==> config.mk <==
export PLATFORM = sky130hd
export DESIGN_NAME = utf_codepoint_decoder
export DESIGN_NICKNAME = d
export VERILOG_FILES = /design/src/sv/utfdec_pkg.sv /design/src/sv/utfdec_core.sv /design/src/sv/utfdec_rq.sv /design/src/sv/utf_codepoint_decoder.sv
export VERILOG_INCLUDE_DIRS = /design/src /design/src/sv
export SDC_FILE = /design/constraint.sdc
export NUM_CORES = 1
export LEC_CHECK = 0
export BUFFER_PORTS_ARGS = -buffer_cell sky130_fd_sc_hd__buf_2
export CAP_MARGIN = 30
export CORE_UTILIZATION = 30
export DETAILED_ROUTE_END_ITERATION = 10
export GPL_TIMING_DRIVEN = 0
export PLACE_DENSITY_LB_ADDON = 0.25
export SYNTH_ARGS = -nofsm -noshare
export SYNTH_HDL_FRONTEND = slang
export SYNTH_SLANG_ARGS = --single-unit
==> constraint.sdc <==
create_clock -name clk -period 13.2 [get_ports clk]
set_clock_uncertainty 0.05 [all_clocks]
set_input_delay 3.96 -clock clk [delete_from_list [all_inputs] [get_ports clk]]
set_output_delay 3.96 -clock clk [all_outputs]
set_load 0.05 [all_outputs]
==> src/sv/assert_macros.svh <==
// Assertion macros shared by the decoder RTL.
// Expects clk and rst_n in the scope of every use.
`ifndef ASSERT_MACROS_SVH
`define ASSERT_MACROS_SVH

// Clocked check, held off while reset is asserted.
`define ASSERT_CLK(lbl, prop, msg) \
  lbl: assert property (@(posedge clk) disable iff (!rst_n) prop) else $error(msg);

// Clocked check that also runs during reset.
`define ASSERT_ALWAYS(lbl, prop, msg) \
  lbl: assert property (@(posedge clk) prop) else $error(msg);

`endif

==> src/sv/utfdec_pkg.sv <==
// Types and constants for the UTF codepoint decoder.
// No dependencies; used by the core, the result queue and the top level.
package utfdec_pkg;

  typedef enum logic [1:0] {
    ENC_OCTET   = 2'd0,
    ENC_UTF8    = 2'd1,
    ENC_UTF16BE = 2'd2,
    ENC_UTF16LE = 2'd3
  } enc_t;

  typedef enum logic [1:0] {
    ST_OK    = 2'd0,
    ST_BAD   = 2'd1,
    ST_TRUNC = 2'd2,
    ST_RSVD  = 2'd3
  } status_t;

  localparam logic [20:0] MAX_CP     = 21'h10FFFF;
  localparam logic [20:0] SUPP_BASE  = 21'h010000;
  localparam logic [5:0]  HIGH_TAG   = 6'b110110;  // 0xD800 under mask 0xFC00
  localparam logic [5:0]  LOW_TAG    = 6'b110111;  // 0xDC00 under mask 0xFC00
  localparam enc_t        ENC_RESET  = ENC_UTF8;

  typedef struct packed {
    logic [20:0] cp;
    status_t     st;
    logic        last;
  } res_t;

  // Results from one accepted byte, oldest in r0.
  typedef struct packed {
    logic [1:0] n;
    res_t       r0;
    res_t       r1;
  } push_t;

endpackage

==> src/sv/utfdec_core.sv <==
// Decode core: sequence state registers and the per-byte decode logic.
// Depends on utfdec_pkg; pushes up to two results per byte into the queue.
`include "assert_macros.svh"

module utfdec_core (
  input  logic                 clk,
  input  logic                 rst_n,
  input  logic                 cfg_we,
  input  logic [1:0]           cfg_wdata,
  input  logic                 in_fire,
  input  logic [7:0]           in_byte,
  input  logic                 in_last,
  output utfdec_pkg::push_t    push
);

  utfdec_pkg::enc_t enc_r;
  logic [20:0] code_accum_r, code_accum_nxt;
  logic [1:0]  bytes_left_r, bytes_left_nxt;
  logic        half_valid_r, half_valid_nxt;
  logic [7:0]  half_byte_r, half_byte_nxt;
  logic        high_pend_r, high_pend_nxt;
  logic [9:0]  high_bits_r, high_bits_nxt;

  logic [1:0]        n;
  utfdec_pkg::res_t  r0, r1;
  logic [15:0]       unit;
  logic [20:0]       acc_shift;
  logic [20:0]       high_cp;
  logic [20:0]       pair_cp;

  always_comb begin
    unit      = (enc_r == utfdec_pkg::ENC_UTF16LE) ? {in_byte, half_byte_r}
                                                   : {half_byte_r, in_byte};
    acc_shift = {code_accum_r[14:0], in_byte[5:0]};
    high_cp   = {5'd0, utfdec_pkg::HIGH_TAG, high_bits_r};
    pair_cp   = {1'b0, high_bits_r, unit[9:0]} + utfdec_pkg::SUPP_BASE;

    code_accum_nxt = code_accum_r;
    bytes_left_nxt = bytes_left_r;
    half_valid_nxt = half_valid_r;
    half_byte_nxt  = half_byte_r;
    high_pend_nxt  = high_pend_r;
    high_bits_nxt  = high_bits_r;
    n  = 2'd0;
    r0 = '{cp: 21'd0, st: utfdec_pkg::ST_OK, last: 1'b0};
    r1 = '{cp: 21'd0, st: utfdec_pkg::ST_OK, last: 1'b0};

    case (enc_r)
      utfdec_pkg::ENC_OCTET: begin
        n = 2'd1;
        r0.cp = {13'd0, in_byte};
      end
      utfdec_pkg::ENC_UTF8: begin
        if (bytes_left_r == 2'd0) begin
          n = 2'd1;
          if (!in_byte[7]) begin
            r0.cp = {13'd0, in_byte};
          end else if (in_byte[7:5] == 3'b110 || in_byte[7:4] == 4'b1110 ||
                       in_byte[7:3] == 5'b11110) begin
            if (in_last) begin
              r0.st = utfdec_pkg::ST_TRUNC;
            end else begin
              n = 2'd0;
              if (in_byte[7:5] == 3'b110) begin
                code_accum_nxt = {16'd0, in_byte[4:0]};
                bytes_left_nxt = 2'd1;
              end else if (in_byte[7:4] == 4'b1110) begin
                code_accum_nxt = {17'd0, in_byte[3:0]};
                bytes_left_nxt = 2'd2;
              end else begin
                code_accum_nxt = {18'd0, in_byte[2:0]};
                bytes_left_nxt = 2'd3;
              end
            end
          end else begin
            r0.st = utfdec_pkg::ST_BAD;
          end
        end else if (in_last && bytes_left_r > 2'd1) begin
          n = 2'd1;
          r0.st = utfdec_pkg::ST_TRUNC;
          bytes_left_nxt = 2'd0;
        end else if (in_byte[7:6] != 2'b10) begin
          // bad continuation is consumed, not retried as a lead
          n = 2'd1;
          r0.st = utfdec_pkg::ST_BAD;
          bytes_left_nxt = 2'd0;
        end else begin
          code_accum_nxt = acc_shift;
          bytes_left_nxt = bytes_left_r - 2'd1;
          if (bytes_left_r == 2'd1) begin
            n = 2'd1;
            if (acc_shift > utfdec_pkg::MAX_CP) begin
              r0.st = utfdec_pkg::ST_BAD;
            end else begin
              r0.cp = acc_shift;
            end
          end
        end
      end
      default: begin
        if (!half_valid_r) begin
          if (in_last) begin
            if (high_pend_r) begin
              n = 2'd2;
              r0.cp = high_cp;
              r1.st = utfdec_pkg::ST_TRUNC;
            end else begin
              n = 2'd1;
              r0.st = utfdec_pkg::ST_TRUNC;
            end
          end else begin
            half_valid_nxt = 1'b1;
            half_byte_nxt  = in_byte;
          end
        end else begin
          half_valid_nxt = 1'b0;
          if (high_pend_r && unit[15:10] == utfdec_pkg::LOW_TAG) begin
            n = 2'd1;
            r0.cp = pair_cp;
            high_pend_nxt = 1'b0;
          end else if (unit[15:10] == utfdec_pkg::HIGH_TAG && !in_last) begin
            // new high surrogate is held; a held one is flushed first
            high_pend_nxt = 1'b1;
            high_bits_nxt = unit[9:0];
            if (high_pend_r) begin
              n = 2'd1;
              r0.cp = high_cp;
            end
          end else begin
            high_pend_nxt = 1'b0;
            if (high_pend_r) begin
              n = 2'd2;
              r0.cp = high_cp;
              r1.cp = {5'd0, unit};
            end else begin
              n = 2'd1;
              r0.cp = {5'd0, unit};
            end
          end
        end
      end
    endcase

    if (n == 2'd2) begin
      r1.last = 1'b1;
    end else begin
      r0.last = 1'b1;
    end

    if (in_last) begin
      bytes_left_nxt = 2'd0;
      half_valid_nxt = 1'b0;
      high_pend_nxt  = 1'b0;
    end

    push.n  = in_fire ? n : 2'd0;
    push.r0 = r0;
    push.r1 = r1;
  end

  always_ff @(posedge clk) begin
    if (!rst_n) begin
      enc_r        <= utfdec_pkg::ENC_RESET;
      bytes_left_r <= 2'd0;
      half_valid_r <= 1'b0;
      high_pend_r  <= 1'b0;
    end else if (cfg_we) begin
      enc_r        <= utfdec_pkg::enc_t'(cfg_wdata);
      bytes_left_r <= 2'd0;
      half_valid_r <= 1'b0;
      high_pend_r  <= 1'b0;
    end else if (in_fire) begin
      bytes_left_r <= bytes_left_nxt;
      half_valid_r <= half_valid_nxt;
      high_pend_r  <= high_pend_nxt;
    end
  end

  always_ff @(posedge clk) begin
    if (in_fire) begin
      code_accum_r <= code_accum_nxt;
      half_byte_r  <= half_byte_nxt;
      high_bits_r  <= high_bits_nxt;
    end
  end

  `ASSERT_CLK(a_utf8_state_only_utf8,
    (bytes_left_r != 2'd0) |-> (enc_r == utfdec_pkg::ENC_UTF8),
    "UTF-8 sequence state outside UTF-8 mode")
  `ASSERT_CLK(a_utf16_state_only_utf16,
    (half_valid_r || high_pend_r) |->
      (enc_r == utfdec_pkg::ENC_UTF16BE || enc_r == utfdec_pkg::ENC_UTF16LE),
    "UTF-16 sequence state outside UTF-16 mode")
  `ASSERT_CLK(a_err_zero_cp,
    (push.n != 2'd0 && push.r0.st != utfdec_pkg::ST_OK) |-> (push.r0.cp == 21'd0),
    "error result carries a nonzero codepoint")
  `ASSERT_CLK(a_last_clears,
    (in_fire && in_last && !cfg_we) |=>
      (bytes_left_r == 2'd0 && !half_valid_r && !high_pend_r),
    "sequence state survives end of string")

endmodule

==> src/sv/utfdec_rq.sv <==
// Result queue: three-entry ring that takes up to two results per cycle.
// Depends on utfdec_pkg; drives the master-side stream of the decoder.
`include "assert_macros.svh"

module utfdec_rq (
  input  logic                 clk,
  input  logic                 rst_n,
  input  utfdec_pkg::push_t    push,
  output logic                 can_take,
  output logic                 out_valid,
  input  logic                 out_ready,
  output utfdec_pkg::res_t     out_res
);

  localparam int DEPTH = 3;

  utfdec_pkg::res_t ent_r [DEPTH];
  logic [1:0] rd_ptr_r, rd_ptr_nxt;
  logic [1:0] wr_ptr_r, wr_ptr_nxt;
  logic [1:0] cnt_r, cnt_nxt;
  logic       pop;
  logic [1:0] wr_ptr_p1;

  function automatic logic [1:0] ptr_inc(input logic [1:0] p);
    return (p == 2'(DEPTH - 1)) ? 2'd0 : p + 2'd1;
  endfunction

  always_comb begin
    pop        = out_valid && out_ready;
    wr_ptr_p1  = ptr_inc(wr_ptr_r);
    rd_ptr_nxt = pop ? ptr_inc(rd_ptr_r) : rd_ptr_r;
    case (push.n)
      2'd1:    wr_ptr_nxt = wr_ptr_p1;
      2'd2:    wr_ptr_nxt = ptr_inc(wr_ptr_p1);
      default: wr_ptr_nxt = wr_ptr_r;
    endcase
    cnt_nxt = cnt_r + push.n - {1'b0, pop};
  end

  // room for two more results regardless of the drain side
  assign can_take  = (cnt_r <= 2'd1);
  assign out_valid = (cnt_r != 2'd0);
  assign out_res   = ent_r[rd_ptr_r];

  always_ff @(posedge clk) begin
    if (!rst_n) begin
      rd_ptr_r <= 2'd0;
      wr_ptr_r <= 2'd0;
      cnt_r    <= 2'd0;
    end else begin
      rd_ptr_r <= rd_ptr_nxt;
      wr_ptr_r <= wr_ptr_nxt;
      cnt_r    <= cnt_nxt;
    end
  end

  always_ff @(posedge clk) begin
    for (int i = 0; i < DEPTH; i++) begin
      if (push.n != 2'd0 && wr_ptr_r == 2'(i)) begin
        ent_r[i] <= push.r0;
      end else if (push.n == 2'd2 && wr_ptr_p1 == 2'(i)) begin
        ent_r[i] <= push.r1;
      end
    end
  end

  `ASSERT_CLK(a_push_has_room,
    (push.n != 2'd0) |-> (cnt_r <= 2'd1),
    "result pushed into a full queue")
  `ASSERT_CLK(a_count_tracks,
    1'b1 |=> (cnt_r == $past(cnt_r) + $past(push.n) - {1'b0, $past(pop)}),
    "queue count does not track pushes and pops")
  `ASSERT_CLK(a_drain_empties,
    (cnt_r == 2'd1 && pop && push.n == 2'd0) |=> !out_valid,
    "queue still valid after last entry was taken")

endmodule

==> src/sv/utf_codepoint_decoder.sv <==
// Top level of the UTF codepoint decoder: stream ports, config register port.
// Depends on utfdec_pkg, utfdec_core and utfdec_rq.
//
// Takes one byte per clock and decodes it into Unicode codepoints under the
// encoding register (0 raw octets, 1 UTF-8, 2 UTF-16 BE, 3 UTF-16 LE, reset
// UTF-8). Each byte yields zero, one or two results; out_tlast marks the last
// result caused by a byte, out_tuser carries the status (0 ok, 1 invalid or
// out of range, 2 truncated), and the codepoint is zero on any error. Decode
// finishes in the cycle a byte is accepted and the result is written into the
// result queue behind any waiting entries. Sustained rate is one byte per cycle
// with the output always ready; a byte producing two results (an unpaired
// UTF-16 high surrogate flushed ahead of the next unit) holds off the next byte,
// since the single output port drains a three-entry result queue one entry per cycle.
// Writing cfg_wdata through cfg_we clears any partial sequence; write only
// while the stream is idle.
module utf_codepoint_decoder (
  input  logic        clk,
  input  logic        rst_n,
  input  logic        cfg_we,
  input  logic [1:0]  cfg_wdata,
  input  logic        in_tvalid,
  output logic        in_tready,
  input  logic [7:0]  in_tdata,   // [7:0] data_byte
  input  logic        in_tlast,   // last_byte
  output logic        out_tvalid,
  input  logic        out_tready,
  output logic [23:0] out_tdata,  // [20:0] codepoint, [23:21] zero
  output logic [1:0]  out_tuser,  // [1:0] status
  output logic        out_tlast   // last_of_run
);

  utfdec_pkg::push_t push;
  utfdec_pkg::res_t  out_res;
  logic              in_fire;

  assign in_fire = in_tvalid && in_tready;

  utfdec_core u_core (
    .clk       (clk),
    .rst_n     (rst_n),
    .cfg_we    (cfg_we),
    .cfg_wdata (cfg_wdata),
    .in_fire   (in_fire),
    .in_byte   (in_tdata),
    .in_last   (in_tlast),
    .push      (push)
  );

  utfdec_rq u_rq (
    .clk       (clk),
    .rst_n     (rst_n),
    .push      (push),
    .can_take  (in_tready),
    .out_valid (out_tvalid),
    .out_ready (out_tready),
    .out_res   (out_res)
  );

  assign out_tdata = {3'd0, out_res.cp};
  assign out_tuser = out_res.st;
  assign out_tlast = out_res.last;

endmodule
Word-level counts from Yosys, hierarchy flattened
Memories as Yosys holds them, arrays and structs flattened. A register that Yosys moved wholly into a read port is not among the register bits.
Cells that the tools add are included.

word-level totals
  register bits after elaboration = 45
  bits in writable memories = 72
  input bits = 16
  output and inout port bits = 29
  memories = 1

memory list
  name        words  width  read ports  clocked after memory_dff  wr ports  RTL line         text
  u_rq.ent_r  3      24     1           1                         3         utfdec_rq.sv:17  utfdec_pkg::res_t ent_r [DEPTH];

operators by class
  $add $sub $neg = 7
  $lt $le $gt $ge = 3
  equal/unequal tests = 25
  muxes and demuxes = 97
  bitwise logic cells = 8
  reduce and logical (&&, ||, !) cells = 31

operators by type and width
  kind                                                                      count
  21-bit 2-to-1 mux                                                         8
  23-bit 2-to-1 mux                                                         4
  15-bit 2-to-1 mux                                                         6
  16-bit 2-to-1 mux                                                         5
  24-bit 2-to-1 mux                                                         3
  2-bit 2-to-1 mux                                                          34
  21-bit case mux with 2 select lines                                       1
  1-bit 2-to-1 mux                                                          30
  20-bit by 17-bit adder with 21-bit output (second input constant)         1
  21-bit > comparator (second input constant)                               1
  2-bit equality test (second input constant)                               6
  6-bit equality test (second input constant)                               2
  2-bit case mux with 2 select lines                                        3
  1-bit logical AND                                                         11
  2-bit by 1-bit equality test with 1-bit output (second input constant)    5
  2-bit nonzero test                                                        5
  2-bit logical NOT                                                         4
  2-bit inequality test (second input constant)                             4
  4-bit AND reduction                                                       2
  7-bit 2-to-1 mux                                                          1
  7-bit AND reduction                                                       1
  2-bit by 1-bit adder with 2-bit output (second input constant)            3
  2-bit by 1-bit inequality test with 1-bit output (second input constant)  3
  3-bit inequality test (second input constant)                             2
  18 further kinds                                                          26

Longest topological paths before layout
  depth in word-level cells = 15
  gate-level depth with buffers = 15

Modules after synthesis
A second synthesis with hierarchy kept.

unflattened totals
  cell total of the unflattened synthesis = 583
  area total of the unflattened synthesis = 6,815.3 µm²

by module, submodules not included
  module                 times used  cells each  area each (µm²)
  utfdec_rq              1           282         4,051.4
  utfdec_core            1           296         2,731.4
  utf_codepoint_decoder  1           5           32.5

Worst setup path after synthesis
Ideal clock, no wire load.

  path kind = input port to flip-flop
  from = input in_tdata[6]
  to = memory u_rq.ent_r[1][0] (netlist bit) (enable)
  library setup time = 0.442 ns
  arrival = 8.018 ns
  data required time = 12.708 ns
  slack = 4.690 ns
  cell stages on the path = 11
  path through = buf_2 -> and4b_1 -> a32oi_2 -> or3_1 -> buf_2 -> ha_1 -> nor3_1 -> a221o_1 -> or2_2 -> ha_1 -> a211oi_1

RTL lines
  what         RTL line                     text
  from (decl)  utf_codepoint_decoder.sv:23  input logic [7:0] in_tdata,
  to (decl)    utfdec_rq.sv:17

==> run metrics <==
Worst slew margin 25.2%; reg2reg end u_rq.ent_r[2][8]; sw power 0.394 mW; Netlist cell types 69; warning count from the yosys run 0; clk slew on worst S/H paths 60 ps; CP max stage delay 620 ps; routability-driven placement congestion ratio 0.892; Seq/Total Area, Yosys 52.5%; Clock Latency Late Sink 430 ps; Critical R2R Launch u_core.half_byte_r[5]; design area 7630 um2; clock buffer count from CTS 17; gr ovfl total 0; WL per Instance 20.4 um; RSZ-0062 raised after global routing no; DRT Wirelength 19600 um; Total Power 1.19 mW; clock power share 37.7%; Ant. Diodes 0; depth of the most critical reg-to-reg path 13; CP Launch Type input pin; hold path depth 2; antenna violations before repair 0; max-cap viol count 0; Power Internal 0.796 mW; crit-path max FO 18; die width 148 um; vias post-DR 5176; number of synthesized flops with an enable pin 99; leakage 2.74 nW; Post-Syn Instances 610; DR iter-0 viols 486; DRT antenna net count 0; maximum vdd drop 0.0843 mV; Synth Cell Area 6420 um2; crit path time final 8130 ps; power share of the combinational group 24.0%; Fmax 0.123 GHz; setup repair bufs after CTS 0; drt pass-1 iters 5; status complete, no violations; number of global-route vias before repair 4871; vias per inst 5.36; die height 148 um; Critical Path RT 13200 ps; Post-Layout Cell Count 965; Sequential Power Share 38.3%; drc violations 0; worst slew pin tran 1120 ps; clock tree buffer depth 2; Avg Cell Area, Syn 10.5 um2; Worst EP arrival 8140 ps; # IOs 45; total clock sinks 119; largest net degree at the start of global routing 19; most common cell after layout, fill and taps aside edfxtp_1; met1 Use GR 25.2%; crit share post-route 61.6%; NumNets Final 701; Buffers on Ports 41; area growth from synthesis to layout 18.9%; Final Hold Viols 0; Placed Cells incl. Taps 933; die area 22000 um2; GRT met2 Usage 28.3%; Initial Util 30.5%; most frequent CP cell buf_2; CP Class in2reg; Hold Path Origin u_rq.ent_r[2][23]; pwr/cell area 156 nW/um2; share of post-route cells with drive strength above 1 18.0%; FFs w/ async S/R, synth 0%; count of final max-slew check failures 0; Crit path max-delay family simple AND/OR/NAND/NOR gates; buffers plus inverters on the worst setup path 5; row count 53; Hold Path End u_rq.ent_r[2][23]; Hold Path Class reg2reg; CTS hold repair buffers 0; core area 21000 um2; fill count 2124; setup tns final 0 ps; dpl hpwl 14600 um; Layout Utilization 36.3%; CP max-delay cell inv_1; dpl cell area 7070 um2; Total GRT Usage 18.4%; Seq cells post-synth 119; top_reg_cell synth edfxtp_1; CTS tree built; Switching Share 33.1%; most frequent cells in the layout 99 x edfxtp_1, 69 x nand2_1, 52 x buf_2, 46 x mux2i_1, 45 x o21ai_0; met3 GRT Util 4.02%; GRT busiest layer met2; CP Depth 15; CP endpoint kind flip-flop; Clock Tree Root clkbuf_16; Final Setup Violations 0; setup slack, reg-to-reg 8350 ps; CP cell instances buf_2 > buf_2 > and4b_1 > a32oi_2 > or3_1 > buf_2 > ha_1 > nor3_1 > a221o_1 > or2_2 > ha_1 > or3b_2 > and2_0 > clkbuf_1 > inv_1; H-tree depth 4; post_cts resized 0; first-pass GRT wire length 29500 um
[metrics by stage]
| step | hold WS (ps) | setup slack (ps) |
|---|---|---|
| after CTS | 428 | 5050 |
| final | 419 | 5070 |
| after detailed placement | 414 | 4610 |
| after floorplan | 375 | 4690 |
| after global placement | 390 | 2950 |
| after global routing | 464 | 4810 |
[metal layers]
metal	vias to the layer above	part of all wire, %
li1	2403	-
met2	221	46
met5	-	0
met3	36	6.5
met1	2516	45
met4	0	2.3
[kinds of logic (layout without fill, tap and decap cells)]
logic type      after synthesis  count (layout)  synth area share (%)
xor+xnor                      6               6                 0.819
simple gates                193             193                  14.8
mux                          50              50                  7.87
other cells                   1               3                0.0584
compound gates              165             165                  17.4
fa+ha+maj                     8               8                  1.56
buf+inv                      68             146                  4.87
flops                       119             119                  52.5
[final cells by class]
type / instances / area [um2] / area share (%)
Clock inverter: 13 / 133 / 1.74
Tap cell: 275 / 344 / 4.51
Sequential cell: 119 / 3370 / 44.2
Clock buffer: 19 / 433 / 5.67
Timing Repair Buffer: 46 / 259 / 3.39
Inverter: 26 / 97.6 / 1.28
Buffer: 42 / 215 / 2.82
Multi-Input combinational cell: 425 / 2780 / 36.4
[worst min-delay path: stages (launching register included)]
cell	delay, ps
dfxtp_1	330
nand2_1	50
o21ai_0	60
[Yosys cell counts, drive strengths merged (2+ instances only)]
cell / count / area share, %
edfxtp: 99 / 46
nand2: 71 / 4.2
o21ai: 48 / 3.7
mux2i: 46 / 7.2
nor2: 43 / 2.7
a21oi: 40 / 3.3
inv: 26 / 1.5
buf: 21 / 2.1
clkbuf: 21 / 1.2
dfxtp: 20 / 6.2
nor2b: 19 / 1.9
o221ai: 16 / 2.2
nand3: 14 / 1.3
o22ai: 14 / 1.4
and2: 12 / 1.2
nor3: 9 / 0.70
ha: 8 / 1.6
a22oi: 7 / 0.82
o21a: 6 / 0.70
a221oi: 4 / 0.74
a31oi: 4 / 0.49
and3: 4 / 0.39
mux2: 4 / 0.70
or3: 4 / 0.39
a211oi: 3 / 0.35
a32o: 3 / 0.64
a32oi: 3 / 0.53
and4b: 3 / 0.47
nand2b: 3 / 0.29
nor3b: 3 / 0.35
o31ai: 3 / 0.57
xnor2: 3 / 0.41
xor2: 3 / 0.41
a21boi: 2 / 0.23
a221o: 2 / 0.31
nor4: 2 / 0.19
or2: 2 / 0.23
[worst max-delay path by stage]
stage                           start                end  slack, ps
final                     in_tdata[6]   u_rq.ent_r[2][8]       5070
after global routing      in_tdata[6]  u_rq.ent_r[2][10]       4810
after CTS                 in_tdata[6]   u_rq.ent_r[2][8]       5050
after detailed placement  in_tdata[6]   u_rq.ent_r[2][4]       4610
after global placement    in_tdata[6]   u_rq.ent_r[1][3]       2950
after floorplan           in_tdata[6]   u_rq.ent_r[1][0]       4690
[state kept, by name, indices dropped and copies added, names as in the netlist, named ones only]
register	flops
u_core.high_pend_r	1
u_core.half_valid_r	1
u_rq.cnt_r	2
u_core.high_bits_r	10
u_core.bytes_left_r	2
u_rq.rd_ptr_r	2
u_core.code_accum_r	15
u_rq.wr_ptr_r	2
u_rq.ent_r	72
u_core.half_byte_r	8
u_core.enc_r	2
[power by group through the flow]
stage / Sequential [mW] / Clock [mW] / Combinational (mW)
after floorplan: 0.461 / 0 / 0.204
after global placement: 0.465 / 0 / 0.276
after detailed placement: 0.464 / 0 / 0.288
after CTS: 0.456 / 0.455 / 0.289
after global routing: 0.459 / 0.469 / 0.305
final: 0.456 / 0.449 / 0.285
No activity file was read; power rests on OpenSTA's default activity.
